### src/rtl/lru_k_block_cache_defines.svh
// Assertion macros shared by the LRU-K block cache RTL.
// No dependencies; included by files that carry assertions.
`ifndef LRU_K_BLOCK_CACHE_DEFINES_SVH
`define LRU_K_BLOCK_CACHE_DEFINES_SVH
// Implication checked on every clock edge outside reset.
`define LKC_ASSERT_IMPL(label, clk, rst_n, ante, cons, msg) \
    label: assert property (@(posedge clk) disable iff (!rst_n) (ante) |-> (cons)) \
        else $error(msg);
// Next-cycle implication checked outside reset.
`define LKC_ASSERT_NEXT(label, clk, rst_n, ante, cons, msg) \
    label: assert property (@(posedge clk) disable iff (!rst_n) (ante) |=> (cons)) \
        else $error(msg);
`endif

### src/rtl/lkc_pkg.sv
// Package for the LRU-K block cache: sizes, payload structs, FSM states.
// No dependencies.
`timescale 1ns / 1ps
`default_nettype none
package lkc_pkg;
    localparam int CAPACITY = 32;
    localparam int IDX_W = $clog2(CAPACITY);
    localparam int CNT_W = $clog2(CAPACITY + 1);
    localparam int CFG_W = 8;
    localparam int CFG_IDX_W = 1;
    localparam logic [CFG_IDX_W-1:0] CFG_K_THRESHOLD = 1'd0;
    localparam logic [CFG_IDX_W-1:0] CFG_CAPACITY_LIMIT = 1'd1;
    localparam int ENT_W = 32 + 32 + 32 + 8 + IDX_W;

    typedef struct packed {
        logic        mode;
        logic [31:0] sst_id;
        logic [31:0] block_no;
        logic [31:0] data_ref;
    } t_req;

    typedef struct packed {
        logic        hit;
        logic [31:0] hit_data_ref;
        logic        evicted;
        logic [31:0] evicted_sst_id;
        logic [31:0] evicted_block_no;
        logic [31:0] request_total;
        logic [31:0] hit_total;
    } t_rsp;

    typedef struct packed {
        logic [31:0]      sst;
        logic [31:0]      blk;
        logic [31:0]      handle;
        logic [7:0]       uses;
        logic [IDX_W-1:0] rank;
    } t_entry;

    typedef enum logic [4:0] {
        ST_IDLE   = 5'b00001,
        ST_SCAN   = 5'b00010,
        ST_DECIDE = 5'b00100,
        ST_UPDATE = 5'b01000,
        ST_DONE   = 5'b10000
    } t_state;
endpackage
`default_nettype wire

### src/rtl/lkc_ram.sv
// Generic single-port-write, single-read RAM with a registered read.
// No dependencies.
`timescale 1ns / 1ps
`default_nettype none
module lkc_ram #(
    parameter int WIDTH = 8,
    parameter int DEPTH = 32
) (
    input  wire                     i_clk,
    input  wire                     i_we,
    input  wire [$clog2(DEPTH)-1:0] i_waddr,
    input  wire [WIDTH-1:0]         i_wdata,
    input  wire [$clog2(DEPTH)-1:0] i_raddr,
    output logic [WIDTH-1:0]        o_rdata
);
    logic [WIDTH-1:0] r_mem [DEPTH];

    // Write port and registered read port
    always_ff @(posedge i_clk) begin
        if (i_we) begin
            r_mem[i_waddr] <= i_wdata;
        end
        o_rdata <= r_mem[i_raddr];
    end
endmodule
`default_nettype wire

### src/rtl/lru_k_block_cache.sv
// LRU-K block cache top level: sequencer around one entry RAM.
// Depends on lkc_pkg, lkc_ram and lru_k_block_cache_defines.svh.
`timescale 1ns / 1ps
`default_nettype none
`include "lru_k_block_cache_defines.svh"
// Fully associative LRU-K cache of CAPACITY entries keyed by (sst id, block
// id). Raise start with a request while busy is low; busy then stays high
// until the request is finished and the result appears in the cycle after, for
// one cycle with o_done, and must be captured then. The next request can be
// taken in that same cycle. The work is done in two passes: one streams every
// entry from the entry RAM to find the key, the occupancy and the eviction
// victim, and a second reads, adjusts and writes back the recency rank of every
// valid entry, one entry a cycle through the RAM's single write port; a decide
// state sits between them and a finish state follows. Valid bits sit in
// flip-flops and clear at reset, so there is no clearing pass. Configuration
// writes are taken at any time but should only be made while busy is low.
module lru_k_block_cache
    import lkc_pkg::*;
(
    input  wire                  i_clk,
    input  wire                  i_rst_n,
    input  wire                  start,
    output logic                 busy,
    input  wire t_req            i_req,
    output logic                 o_done,
    output t_rsp                 o_rsp,
    input  wire                  i_cfg_we,
    input  wire [CFG_IDX_W-1:0]  i_cfg_idx,
    input  wire [CFG_W-1:0]      i_cfg_data
);
    t_state r_state, n_state;
    logic [CAPACITY-1:0] r_valid, n_valid;
    logic [7:0] r_k;
    logic [5:0] r_cap;
    t_req r_req;
    logic [31:0] r_lookups, r_hits;

    // Scan bookkeeping
    logic [IDX_W:0] r_rd;                 // read pointer
    logic r_rv;                           // read data valid this cycle
    logic [IDX_W-1:0] r_ri;               // index of data in flight
    logic r_found; logic [IDX_W-1:0] r_fidx; t_entry r_fent;
    logic [CNT_W-1:0] r_count;
    logic r_cold, r_hot;
    logic [IDX_W-1:0] r_cidx, r_hidx, r_crank, r_hrank;
    t_entry r_cent, r_hent;
    // Decision
    logic r_do_touch, r_do_ins, r_do_ev;
    logic [IDX_W-1:0] r_tidx, r_vrank, r_trank, r_slot, r_vidx;
    logic r_has_slot;

    // RAM port
    logic ram_we;
    logic [IDX_W-1:0] ram_wa, ram_ra;
    t_entry ram_wd, ram_rd;

    lkc_ram #(.WIDTH(ENT_W), .DEPTH(CAPACITY)) u_ram (
        .i_clk  (i_clk),
        .i_we   (ram_we),
        .i_waddr(ram_wa),
        .i_wdata(ram_wd),
        .i_raddr(ram_ra),
        .o_rdata(ram_rd)
    );

    logic [7:0] k_eff;
    logic [CNT_W-1:0] cap_eff;
    assign k_eff = (r_k < 8'd2) ? 8'd2 : r_k;
    always_comb begin
        if (r_cap == 6'd0) cap_eff = CNT_W'(1);
        else if (CNT_W'(r_cap) > CNT_W'(CAPACITY)) cap_eff = CNT_W'(CAPACITY);
        else cap_eff = CNT_W'(r_cap);
    end

    assign busy = (r_state != ST_IDLE);
    assign ram_ra = r_rd[IDX_W-1:0];

    // Write-back value of one entry in the update pass
    t_entry upd;
    logic upd_we;
    always_comb begin
        upd = ram_rd;
        upd_we = 1'b0;
        if (r_rv && r_valid[r_ri]) begin
            upd_we = 1'b1;
            if (r_do_touch) begin
                if (r_ri == r_tidx) begin
                    upd.rank = '0;
                    if (ram_rd.uses != 8'hFF) upd.uses = ram_rd.uses + 8'd1;
                    if (r_req.mode) upd.handle = r_req.data_ref;
                end else if (ram_rd.rank < r_trank) begin
                    upd.rank = ram_rd.rank + 1'b1;
                end
            end else if (r_do_ins) begin
                if (r_do_ev && ram_rd.rank > r_vrank) upd.rank = ram_rd.rank;
                else upd.rank = ram_rd.rank + 1'b1;
            end
        end
    end

    always_comb begin
        ram_we = 1'b0;
        ram_wa = r_ri;
        ram_wd = upd;
        n_state = r_state;
        n_valid = r_valid;
        case (r_state)
            ST_IDLE:   if (start) n_state = ST_SCAN;
            ST_SCAN:   if (r_rv && r_ri == IDX_W'(CAPACITY - 1)) n_state = ST_DECIDE;
            ST_DECIDE: n_state = ST_UPDATE;
            ST_UPDATE: begin
                ram_we = upd_we;
                if (r_rv && r_ri == IDX_W'(CAPACITY - 1)) n_state = ST_DONE;
            end
            ST_DONE: begin
                if (r_do_ins) begin
                    if (r_do_ev) n_valid[r_vidx] = 1'b0;
                    if (r_has_slot) begin
                        n_valid[r_slot] = 1'b1;
                        ram_we = 1'b1;
                        ram_wa = r_slot;
                        ram_wd.sst = r_req.sst_id;
                        ram_wd.blk = r_req.block_no;
                        ram_wd.handle = r_req.data_ref;
                        ram_wd.uses = 8'd1;
                        ram_wd.rank = '0;
                    end
                end
                n_state = ST_IDLE;
            end
            default: n_state = ST_IDLE;
        endcase
    end

    // Control state
    always_ff @(posedge i_clk) begin
        if (!i_rst_n) begin
            r_state <= ST_IDLE;
            r_valid <= '0;
            r_k <= 8'd2;
            r_cap <= 6'd32;
            r_lookups <= '0;
            r_hits <= '0;
            r_rv <= 1'b0;
            r_rd <= '0;
            o_done <= 1'b0;
        end else begin
            r_state <= n_state;
            r_valid <= n_valid;
            o_done <= 1'b0;
            if (i_cfg_we) begin
                if (i_cfg_idx == CFG_K_THRESHOLD) r_k <= i_cfg_data;
                else if (i_cfg_idx == CFG_CAPACITY_LIMIT) r_cap <= i_cfg_data[5:0];
            end
            // Stream reads through the RAM during both passes
            r_rv <= 1'b0;
            if ((r_state == ST_IDLE && start) || r_state == ST_DECIDE) begin
                r_rd <= '0;
            end else if ((r_state == ST_SCAN || r_state == ST_UPDATE)
                         && r_rd != (IDX_W+1)'(CAPACITY)) begin
                r_rv <= 1'b1;
                r_rd <= r_rd + 1'b1;
            end
            if (r_state == ST_DONE) begin
                o_done <= 1'b1;
                if (!r_req.mode) begin
                    if (r_lookups != '1) r_lookups <= r_lookups + 32'd1;
                    if (r_found && r_hits != '1) r_hits <= r_hits + 32'd1;
                end
            end
        end
    end

    // Datapath
    always_ff @(posedge i_clk) begin
        r_ri <= r_rd[IDX_W-1:0];
        case (r_state)
            ST_IDLE: begin
                r_req <= i_req;
                r_found <= 1'b0; r_count <= '0; r_cold <= 1'b0; r_hot <= 1'b0;
                r_has_slot <= 1'b0;
            end
            ST_SCAN: begin
                if (r_rv && r_valid[r_ri]) begin
                    r_count <= r_count + 1'b1;
                    if (!r_found && ram_rd.sst == r_req.sst_id
                        && ram_rd.blk == r_req.block_no) begin
                        r_found <= 1'b1; r_fidx <= r_ri; r_fent <= ram_rd;
                    end
                    if (ram_rd.uses < k_eff) begin
                        if (!r_cold || ram_rd.rank > r_crank) begin
                            r_cold <= 1'b1; r_cidx <= r_ri; r_crank <= ram_rd.rank;
                            r_cent <= ram_rd;
                        end
                    end else if (!r_hot || ram_rd.rank > r_hrank) begin
                        r_hot <= 1'b1; r_hidx <= r_ri; r_hrank <= ram_rd.rank;
                        r_hent <= ram_rd;
                    end
                end
                if (r_rv && !r_valid[r_ri] && !r_has_slot) begin
                    r_has_slot <= 1'b1; r_slot <= r_ri;
                end
            end
            ST_DECIDE: begin
                r_do_touch <= r_found;
                r_tidx <= r_fidx;
                r_trank <= r_fent.rank;
                r_do_ins <= r_req.mode && !r_found;
                r_do_ev <= r_req.mode && !r_found && r_count >= cap_eff
                           && (r_cold || r_hot);
                r_vidx <= r_cold ? r_cidx : r_hidx;
                r_vrank <= r_cold ? r_crank : r_hrank;
                if (r_req.mode && !r_found && r_count >= cap_eff && (r_cold || r_hot)
                    && !r_has_slot) begin
                    r_has_slot <= 1'b1;
                    r_slot <= r_cold ? r_cidx : r_hidx;
                end
            end
            ST_UPDATE: begin
                // The victim is re-ranked like the others; it is dropped at the end
                if (r_rv && r_do_ev && r_ri == r_vidx) begin
                end
            end
            default: begin
            end
        endcase
        if (r_state == ST_DONE) begin
            o_rsp.hit <= r_found;
            o_rsp.hit_data_ref <= (!r_req.mode && r_found) ? r_fent.handle : 32'd0;
            o_rsp.evicted <= r_do_ev;
            o_rsp.evicted_sst_id <= r_do_ev ? (r_cold ? r_cent.sst : r_hent.sst) : 32'd0;
            o_rsp.evicted_block_no <= r_do_ev ? (r_cold ? r_cent.blk : r_hent.blk) : 32'd0;
            o_rsp.request_total <= (!r_req.mode && r_lookups != '1)
                                   ? r_lookups + 32'd1 : r_lookups;
            o_rsp.hit_total <= (!r_req.mode && r_found && r_hits != '1)
                               ? r_hits + 32'd1 : r_hits;
        end
    end

    `LKC_ASSERT_IMPL(a_done_one_cycle, i_clk, i_rst_n, o_done, !$past(o_done), "done held")
    `LKC_ASSERT_NEXT(a_start_busy, i_clk, i_rst_n, start && !busy, busy, "start not taken")
    `LKC_ASSERT_IMPL(a_ev_put, i_clk, i_rst_n, o_done && o_rsp.evicted, !o_rsp.hit,
                     "eviction on hit")
    `LKC_ASSERT_IMPL(a_no_write_idle, i_clk, i_rst_n, r_state == ST_IDLE, !ram_we,
                     "RAM write while idle")
endmodule
`default_nettype wire
### config.mk
export PLATFORM = sky130hd
export DESIGN_NAME = lru_k_block_cache
export DESIGN_NICKNAME = d
export VERILOG_FILES = /design/src/rtl/lkc_pkg.sv /design/src/rtl/lkc_ram.sv /design/src/rtl/lru_k_block_cache.sv
export VERILOG_INCLUDE_DIRS = /design/src /design/src/rtl
export SDC_FILE = /design/constraint.sdc
export NUM_CORES = 2
export LEC_CHECK = 0
export BUFFER_PORTS_ARGS = -buffer_cell sky130_fd_sc_hd__buf_2
export CAP_MARGIN = 20
export CELL_PAD_IN_SITES_DETAIL_PLACEMENT = 1
export CELL_PAD_IN_SITES_GLOBAL_PLACEMENT = 2
export CORE_UTILIZATION = 50
export CTS_CLUSTER_DIAMETER = 80
export CTS_CLUSTER_SIZE = 12
export DETAILED_ROUTE_END_ITERATION = 10
export GPL_TIMING_DRIVEN = 0
export PLACE_DENSITY = 0.75
export SLEW_MARGIN = 0
export SYNTH_ARGS = -nofsm -noshare
export SYNTH_HDL_FRONTEND = slang
export SYNTH_SLANG_ARGS = --single-unit
### constraint.sdc
create_clock -name i_clk -period 11.23 [get_ports i_clk]
set_input_delay 1.123 -clock i_clk [delete_from_list [all_inputs] [get_ports i_clk]]
set_output_delay 1.123 -clock i_clk [all_outputs]
set_load 0.01 [all_outputs]
==> After elaboration in Yosys (flattened, before gate mapping) <==
Memories as Yosys holds them, arrays and structs flattened. A register that Yosys moved wholly into a read port is not among the register bits.
Index checks and enable logic that the tools add are counted.
{ "word_totals": {"ff_bits": 615, "mem_bits_rw": 3488, "in_bits": 110, "out_inout_bits": 164, "wordCells": 213, "memories": 1} }
{ "classes": {"add_sub_neg": 6, "order_cmp": 13, "n_eq_ne": 25, "n_mux": 66, "bitwise_logic": 7, "n_reduce_logical": 50} }
{ "mem_list": {"columns": ["name", "words", "word_bits", "read_ports", "rd_ports_with_merged_regs", "write_ports", "line", "source"], "rows": [
  ["u_ram.r_mem", 32, 109, 1, 1, 1, "lkc_ram.sv:16", "logic [WIDTH-1:0] r_mem [DEPTH];"]
]} }
{ "op_table": {"columns": ["op", "count"], "rows": [
  ["2-to-1 mux 109 bit", 3],
  ["2-to-1 mux 32 bit", 9],
  ["2-to-1 mux 40 bit", 2],
  ["2-to-1 mux 5 bit", 15],
  ["adder 32 x 1 -> 32 bit, second input constant", 2],
  ["equality test 32 bit", 2],
  ["!= test 32 bit, second input constant", 2],
  ["2-to-1 mux 45 bit", 1],
  ["AND 32 bit", 1],
  ["inverter 32 bit", 1],
  ["bitwise OR 32 bit", 1],
  ["AND reduction 3 bit", 7],
  ["2-to-1 mux 1 bit", 20],
  ["one-hot mux 5 bit (4 select lines)", 1],
  ["logical AND 1 bit", 19],
  ["less-than comparator 5 x 6 -> 1 bit, second input constant", 3],
  ["2-to-1 mux 6 bit", 3],
  ["2-to-1 mux 8 bit", 2],
  ["AND reduction 4 bit", 4],
  ["> comparator 5 bit", 3],
  ["!= test 2 x 1 -> 1 bit, second input constant", 7],
  ["adder 6 x 1 -> 6 bit, second input constant", 2],
  ["one-hot mux 6 bit (2 select lines)", 1],
  ["demux 1 bit (select 5 bit)", 2],
  ["other kinds (30)", 54]
]} }

==> Depth between registers and ports, before layout <==
{ "depth": {"depth_word": 11, "mapped_depth": 11, "depth_no_buf": 11} }

==> Hierarchy <==
Synthesis repeated with hierarchy kept, for this count alone.
{ "unflattened": {"cells_unflattened": 8494, "hier_area_um2": 161100.8} }
{ "by_module_without_submodules": {"columns": ["mod", "n_inst", "cells_per_inst", "area_each_um2", "seq_area_each_um2"], "rows": [
  ["lkc_ram", 1, 6353, 134545.3, 106922.5],
  ["lru_k_block_cache", 1, 2141, 26555.5, 17186.5]
]} }

==> Worst setup path before layout <==
No wires, ideal clock.
{ "synth_timing": {"path_type": "flip-flop to flip-flop", "startpoint": "register r_state[1]", "endpoint": "memory u_ram.r_mem[10][0] in the netlist's numbering (enable)", "setup_time_ps": 579, "arrival_ps": 7136, "required_ps": 10651, "setup_slack_ps": 3516, "path_stages_with_launch": 9, "n_path_buf": 1, "synth_period_minus_slack_ps": 7714, "path_cell_list": "dfxtp_1 nor3_1 nand3b_1 inv_1 buf_2 nand3_1 and3_1 a21oi_1 nor2_1"} }
{ "synth_via": {"elab_chain_cells": 4, "elab_cells_between_ends": 6, "classes_between": "2 x eq/ne; 4 x mux"} }
{ "synth_rtl": {"columns": ["element", "line", "source"], "rows": [
  ["start: declaration", "lru_k_block_cache.sv:31", "t_state r_state, n_state;"],
  ["start signal: assignment", "lru_k_block_cache.sv:148", "r_state <= n_state;"],
  ["equality test 5 bit or equality test 5 x 4 -> 1 bit (tied branches)", "lru_k_block_cache.sv:107", "case (r_state)"],
  ["one-hot mux 1 bit (2 select lines)", "lru_k_block_cache.sv:107", null],
  ["2-to-1 mux 1 bit", "lkc_ram.sv:20", "if (i_we) begin"],
  ["2-to-1 mux 1 bit (implied by the code)", "lkc_ram.sv:21", "r_mem[i_waddr] <= i_wdata;"],
  ["end: declaration", "lkc_ram.sv:16", null]
]} }
Several ways; a longest one is shown, not always the timed one.

==> Worst setup path in the final report <==
{ "layout_timing": {"startpoint": "register u_ram.o_rdata[70], read port of u_ram.r_mem", "endpoint": "register r_fent[44] in the netlist's numbering (enable)"} }
{ "layout_via": {"elab_chain_cells": 3} }
{ "layout_rtl": {"columns": ["element", "line", "source"], "rows": [
  ["start: declaration", "lkc_ram.sv:14", "output logic [WIDTH-1:0] o_rdata"],
  ["equality test 32 bit", "lru_k_block_cache.sv:187", "&& ram_rd.blk == r_req.block_no) begin"],
  ["logical AND 1 bit", "lru_k_block_cache.sv:187", null],
  ["AND reduction 3 bit (no source line)", null, null],
  ["end signal: assignment", "lru_k_block_cache.sv:188", "r_found <= 1'b1; r_fidx <= r_ri; r_fent <= ram_rd;"],
  ["end: declaration", "lru_k_block_cache.sv:42", "logic r_found; logic [IDX_W-1:0] r_fidx; t_entry r_fent;"]
]} }
No other way between the ends.
A chain may end at the register's enable or synchronous reset.

==> key figures <==
Critical path
  • Largest stage delay, worst path: 0.89 ns
  • Critical path cell sequence: xnor2_1, nand4_1, nor3_1, nand4_1, nor4_2, buf_4, buf_4, buf_4, buf_4, buf_4, buf_4, buf_4, buf_4
  • R2R cell count: 13
  • Top Family by Delay on Critical Path: simple AND/OR/NAND/NOR gates
  • Crit path DAT: 6.42 ns
  • Worst Setup End Kind: flop
  • Startpoint Class: flop
  • Buffers & Inverters on Critical Path: 8
  • Worst-path fanout max: 8
  • Slowest-stage cell, CP: nor3_1
  • Worst endpoint required time: 11.89 ns
  • Most frequent CP cell: buf_4
  • Reg2reg end: r_fent[44]$_DFFE_PP_
  • Reg-to-reg slack, setup: 5.46 ns
  • Setup CP Type: reg2reg
  • R2R Path Start: u_ram.o_rdata[70]$_DFF_P_

Placement
  • Dpl hpwl: 311 mm
  • Port Buffers: 271
  • DP Area: 173000 um2
  • RePlAce Congestion: 0.764

STA
  • Maximum clock rate: 0.173 GHz
  • Tcrit/Tclk final: 51.3%
  • Final-report hold violation count: 0
  • Setup TNS: 0 ns
  • Max_slew headroom: 20.6%
  • Period minus WS final: 5.77 ns
  • Slew Limit Fails: 0
  • Layout Skew: 0.0419 ns
  • Final setup viols: 0
  • Slew at the pin closest to its max-slew limit: 1.19 ns
  • RSZ-0062 raised after global routing: no

Synth
  • Cell with the most instances after synthesis: edfxtp_1
  • Post-synth EDFFs: 3975
  • Main flop type after synthesis: edfxtp_1
  • Synth area leaders: edfxtp_1, mux4_2, dfxtp_1
  • Mapped cell area: 160000 um2
  • Most instantiated cells after synthesis: edfxtp_1, mux4_2, nand2_1
  • Synth area leader: edfxtp_1
  • Ys async rst share: 0%
  • Yosys warns: 0
  • Average size of a mapped cell: 22.1 um2
  • Gate Count Post-Synth: 7250
  • Share of the synthesized area in the top cell type: 74.4%
  • Distinct cells, synth: 83
  • Seq cells post-synth: 4212
  • Syn Nets: 7399
  • Post-synthesis sequential area ratio: 77.3%

Floorplanning
  • Core ar.: 319000 um2
  • Die X-Extent: 569 um
  • # IOs: 274
  • Chip height: 569 um
  • Row cnt: 207
  • Die ar.: 323000 um2
  • Initial core utilization: 50.4%

Power and ir drop
  • Logic gate share of total power: 1.7%
  • Switching power: 6.07 mW
  • Sequential share of power: 57.2%
  • Power Dens Cells: 161 nW/um2
  • Switching Fraction: 20.3%
  • Clock power share: 41.1%
  • Leakage: 49.6 nW
  • Maximum vdd ir drop: 138 uV
  • Internal power: 23.8 mW

Drt
  • Total number of vias: 81200
  • Iteration-0 DRC count of the detailed router: 10500
  • Vias per cell: 6.38
  • DRC Markers: 0
  • Average wire per standard cell: 36.9 um
  • WL final: 470 mm
  • DR pass1 iterations: 5
  • Antenna viol nets, final: 0

CTS
  • Post-CTS sizing: 0
  • CTS tree: yes
  • Clock slew at reported path FFs: 0.06 ns
  • Root buf cell: clkbuf_16
  • Bufs on Longest Clock Path: 4
  • Post-CTS Setup Inserts: 0
  • # clock sinks: 4212
  • CTS Buf Count: 391
  • CTS H-tree depth: 5
  • Skew-Pair Late Insertion Delay: 0.96 ns
  • Hold-fix buffers, CTS: 0

GRT
  • Largest net degree at the start of global routing: 103
  • First-pass GRT wire length: 649 mm
  • Congestion Overflow GR: 0
  • GRT Overall Usage: 29.0%
  • Antenna violations before repair: 26
  • Number of global-route vias before repair: 83800

Hold path
  • Hold endpoint: r_req[28]$_DFFE_PP_
  • Worst Hold Path Cells: 1
  • Hold WC Path Type: in2reg
  • Hold_sp: i_req[28]

Final layout
  • Final net count: 8424
  • Area grow syn2layout: 15.6%
  • Proportion of layout cells with a drive suffix above 1: 28.7%
  • Post-route cell area: 185000 um2

Outcome
  • Status: finished, final reports clean

Run
  • Max-Cap Viols: 0
-- cell type report --
cell class	count	area (um2)
fill	26600	133000
sequential	4212	124000
multi-input combinational	2637	35100
clock buffer	637	10900
timing repair buffer	632	8150
tap	4180	5230
buffer	341	1450
clock inverter	22	272
inverter	60	230
antenna	9	22.5
-- flip-flops by register name, summed over array words and instances (netlist names), 8 cells and up --
register and cells:
o_rsp 162, r_cent 64, r_fent 37, r_hent 64
r_hits 32, r_k 8, r_lookups 32, r_req 97
r_valid 32, u_ram.o_rdata 109, u_ram.r_mem 3488
-- worst max-delay path by stage --
stage / startpoint / to / slack, ns / depth (start not counted)
after CTS: u_ram.o_rdata[48]$_DFF_P_ / r_fent[44]$_DFFE_PP_ / 5.42 / 14
after global placement: r_state[1]$_SDFFE_PN0P_ / u_ram.r_mem[11][42]$_DFFE_PP_ / -6.50 / 8
final: u_ram.o_rdata[70]$_DFF_P_ / r_fent[44]$_DFFE_PP_ / 5.46 / 13
after detailed placement: u_ram.o_rdata[48]$_DFF_P_ / r_fent[43]$_DFFE_PP_ / 5.41 / 14
after floorplan: r_state[1]$_SDFFE_PN0P_ / u_ram.r_mem[10][0]$_DFFE_PP_ / 3.52 / 8
after global routing: u_ram.o_rdata[70]$_DFF_P_ / r_fent[43]$_DFFE_PP_ / 5.40 / 13
-- worst register-to-register path, delay by kind of cell (launching register included) --
family / cells / cell delay, ns
DFF: 1 / 0.47
xor gates and xnor gates: 1 / 0.88
and+or+nand+nor: 4 / 2.51
buffers and inverters: 8 / 1.62
-- logic make-up after synthesis --
| group | after synthesis | synth area share [%] |
|---|---|---|
| XOR/XNOR | 176 | 0.965 |
| adder cells (fa/ha/maj) | 39 | 0.304 |
| AO/OA/AOI/OAI | 252 | 0.954 |
| buffers and inverters | 401 | 1.02 |
| flip-flops | 4212 | 77.3 |
| multiplexers | 1324 | 16.9 |
| AND/OR/NAND/NOR | 846 | 2.55 |
-- metal layers --
layer  wire length, um  global-route usage [%]
met5                57                       0
met4             18200                    10.5
met3             41500                    4.97
met2            229000                    47.5
met1            181000                    39.3
-- placed cells by master (no fill, tap or decap), types with 88 or more instances in the layout --
cell type  count
edfxtp_1    3975
mux4_2      1090
clkbuf_1     437
clkbuf_16    401
buf_2        324
nand2_1      315
dfxtp_1      237
buf_12       189
mux2_2       144
nor2_1       139
a21oi_1       94
xor2_1        93
buf_8         88
-- power by group through the flow --
stage / sequential (mW) / clock (mW) / combinational, mW
global route: 17.1 / 12.9 / 0.531
floorplan: 17.4 / 0 / 0.269
global placement: 17.4 / 0 / 0.463
finish: 17.1 / 12.3 / 0.501
CTS: 17.1 / 12.4 / 0.501
detailed placement: 17.4 / 0 / 0.499
-- through the flow --
stage	worst slack, ns	total power [mW]	util [%]	cells	hold WS, ns
after floorplan	3.52	17.7	-	7250	0.329
after global placement	-6.50	17.9	52.4	11700	0.362
after detailed placement	5.41	17.9	54.5	12000	0.366
after CTS	5.42	30.0	58.0	12700	0.270
after global routing	5.40	30.5	58.2	12700	0.313
final	5.46	29.9	58.2	12700	0.337
Note: power is estimated with default switching activity, not from simulation.
